<file path="config.mk">
export PLATFORM = sky130hd
export DESIGN_NAME = chte_fifo
export DESIGN_NICKNAME = d
export VERILOG_FILES = /design/src/hdl/chte_fifo.sv
export SDC_FILE = /design/constraint.sdc
export NUM_CORES = 1
export LEC_CHECK = 0
export BUFFER_PORTS_ARGS = -buffer_cell sky130_fd_sc_hd__clkbuf_2
export CORE_ASPECT_RATIO = 1.1
export CORE_MARGIN = 2
export CORE_UTILIZATION = 40
export DETAILED_ROUTE_END_ITERATION = 10
export PLACE_DENSITY = 0.61
export SYNTH_ARGS = -nofsm -noshare
export SYNTH_HDL_FRONTEND = slang
export SYNTH_SLANG_ARGS = --single-unit
</file>
<file path="constraint.sdc">
create_clock -name i_clk -period 2 [get_ports i_clk]
set_clock_uncertainty 0.2 [all_clocks]
set_input_delay 0 -clock i_clk [delete_from_list [all_inputs] [get_ports i_clk]]
set_output_delay 0 -clock i_clk [all_outputs]
set_load 0.005 [all_outputs]
</file>
<file path="src/hdl/chte_fifo.sv">
// ----------------------------------------------------------------------------
// Two-entry queue
// Decouples the hashing front end from the table back end.
// ----------------------------------------------------------------------------
module chte_fifo #(
    parameter int WIDTH = 8
) (
    input  logic             i_clk,
    input  logic             i_rst_n,
    input  logic             i_valid,
    output logic             o_ready,
    input  logic [WIDTH-1:0] i_data,
    output logic             o_valid,
    input  logic             i_ready,
    output logic [WIDTH-1:0] o_data
);

    logic [WIDTH-1:0] r_slot [2];
    logic             r_wptr;
    logic             r_rptr;
    logic [1:0]       r_count;
    logic             w_push;
    logic             w_pop;

    assign o_ready = (r_count != 2'd2);
    assign o_valid = (r_count != 2'd0);
    assign o_data  = r_slot[r_rptr];
    assign w_push  = i_valid && o_ready;
    assign w_pop   = o_valid && i_ready;

    always_ff @(posedge i_clk) begin
        if (!i_rst_n) begin
            r_wptr  <= 1'b0;
            r_rptr  <= 1'b0;
            r_count <= 2'd0;
        end else begin
            if (w_push) begin
                r_slot[r_wptr] <= i_data;
                r_wptr         <= ~r_wptr;
            end
            if (w_pop) begin
                r_rptr <= ~r_rptr;
            end
            case ({w_push, w_pop})
                2'b10:   r_count <= r_count + 2'd1;
                2'b01:   r_count <= r_count - 2'd1;
                default: r_count <= r_count;
            endcase
        end
    end

endmodule

</file>
==> results.tsv <==
metric	value	unit
fin crit period	1830	ps
port bufs	21	
Sequential Area	580.6	µm²
Crit Path Class	reg -> reg	
Worst-Margin Slew	350.8	ps
root buffer cell	clkbuf_4	
DR vias	522	
Antenna Nets Post-Route	0	
commonest cells in the netlist	16 x edfxtp_1, 8 x mux2_2, 5 x dfxtp_1	
router iterations before antenna repair	4	
LEAKAGE	0.4387	nW
core area	1957	µm²
largest net degree at the start of global routing	13	
power density over the cells	1022	nW/µm²
final WL	1.209	mm
FILL cells	188	
gr usage total	0.1183	
Detail Placement HPWL	809.7	µm
diodes inserted	0	
vias in the first global route	486	
total grt overflow	0	
clk_lat worst skew	300	ps
ys async rst share	0	
dpl ws	185.7	ps
CTS sink cnt	21	
final hold violations	0	
arrival time worst endpoint	1870	ps
Main synth FF type	edfxtp_1	
Seq/Total Area, Yosys	0.7239	
CTS H-tree depth	1	
initial drt markers	13	
post-route setup TNS	0	ps
vias per std cell	4.462	
largest area contributor in the netlist	edfxtp_1	
Die H	50.96	µm
CP Data Required Time	2040	ps
Die Wd	46.70	µm
FF+latch count, synth	21	
final setup violating endpoints	0	
RSZ-0062 raised after global routing	no	
outcome	finished clean	
Inst Count DP	101	
Max Freq	546.4	MHz
Yosys top cell area share	0.5991	
PnR worst setup slack	169.9	ps
Area contributors post-synth	edfxtp_1 60%, dfxtp_1 12%, mux2_2 11%, xnor2_1 2.2%, ha_1 1.6%	
number of unique standard cell types used by synthesis	19	
multi-input combinational cell area	209.0	µm²
global-route wire length before repair	1.890	mm
clk buf depth	2	
initial antenna violation count	0	
Net Count, Synth	64	
Initial Utilization	0.4098	
IO Pins	22	
hold crit path type	in -> reg	
Mean Syn Cell Area	15.73	µm²
Hold WS	224.0	ps
startpoint types	flop	
number of max-cap violations	0	
CTS tree	built	
final cell count without fillers	117	
wire per inst	10.33	µm
die area	2380	µm²
EDFF count, synth	16	
CTS buffer count	3	
Final GP Congestion	0.6522	
row count	17	
final slew viol count	0	
mapped cell area	802.0	µm²
Reg clk slew, reported paths	120	ps
Max FO, Critical Path	5	
Synth warnings	0	
Layout area overhead	37.13	%
Worst setup EP type	flop	
setup repair bufs after CTS	0	
crit share post-route	0.9151	
Post-layout nets	103	
share of cells above drive strength 1	0.4045	
Peak VDD IR	585.2	µV
DRC viols	0	
Post-Syn Instances	51	
Slew Limit Headroom	0.7658	
most frequent cell after synthesis	edfxtp_1	
per-layer routing:
metal  wire (µm)  part of all wire  up-vias  track usage
li1            -                 -      263            -
met1         491              0.41      247       0.1142
met2         657              0.54       12       0.2060
met3          60             0.050        0      0.03180
met4           0                 0        0      0.08333
met5           0                 0        -            0
kinds of logic after synthesis:
logic type / share of synthesized area
buffers and inverters: 0.01560
muxes: 0.1123
adders and majority gates: 0.01560
and+or+nand+nor: 0.06085
AOI/OAI and AO/OA: 0.03900
DFF: 0.7239
xor gates and xnor gates: 0.03277
final cells by class:
type / count / share of cell area
multi-input combinational: 27 / 0.1900
sequential: 21 / 0.5279
clock inverter: 1 / 0.004551
inverter: 2 / 0.006826
clock buffer: 3 / 0.02048
tap: 28 / 0.03185
timing repair buffer: 35 / 0.2184
what timing repair did:
action                                 in CTS  in global routing
resized for setup                           0                  0
endpoints found under the hold margin      21                  0
hold buffers                               12                  0
layout by cell type, fill, tap and decap left out, drive strengths merged:
| cell | netlist | layout |
|---|---|---|
| a21o | 1 | 1 |
| or2 | 1 | 1 |
| xnor2 | 2 | 2 |
| nand2b | 1 | 1 |
| nand2 | 1 | 1 |
| xor2 | 1 | 1 |
| inv | 2 | 2 |
| or3 | 1 | 1 |
| clkbuf | 0 | 24 |
| o21a | 1 | 1 |
| mux2 | 8 | 8 |
| buf | 1 | 2 |
| dfxtp | 5 | 5 |
| nor3 | 2 | 2 |
| a21oi | 2 | 2 |
| nand3 | 1 | 1 |
| dlygate4sd3 | 0 | 12 |
| ha | 1 | 1 |
| clkinv | 0 | 1 |
| edfxtp | 16 | 16 |
| nor2 | 3 | 3 |
| o21ai | 1 | 1 |
final timing paths:
path	startpoint	end	slack [ps]	cells past startpoint
setup / recovery	r_count[0]$_SDFFE_PN0P_	r_count[1]$_SDFFE_PN0P_	170	5
setup reg to reg	r_count[0]$_SDFFE_PN0P_	r_count[1]$_SDFFE_PN0P_	170	5
hold reg to reg	r_rptr$_SDFFE_PN0P_	flop	330	2
hold / removal	i_data[0]	r_slot[1][0]$_DFFE_PP_	220	2
where the power goes:
group          total, W  switching [W]  internal (W)
registers      0.000593      0.0000555      0.000537
clock network  0.000194       0.000120     0.0000744
logic          0.000337       0.000135      0.000202
total           0.00112       0.000311      0.000813
critical path, stage by stage, from the launching register on:
cell and delay (ps):
dfxtp_1 420, nand2b_1 190, nand2_1 100, ha_1 330
or3_1 380, a21oi_1 140
per-stage QoR:
stage / utilization / instance area (µm²) / total power, W
2_1_floorplan: - / 802.0 / 0.0008097
3_3_place_gp: 0.4866 / 952.2 / 0.0009171
3_5_place_dp: 0.4866 / 952.2 / 0.0009221
4_1_cts: 0.5620 / 1100 / 0.001142
5_1_grt: 0.5620 / 1100 / 0.001200
6_report: 0.5620 / 1100 / 0.001124
sequential cells by signal, indices dropped and copies added (netlist names), named ones only:
name / flops
r_count: 2
r_rptr: 1
r_slot: 16
r_wptr: 1
Power figures use the tool's default switching activity.
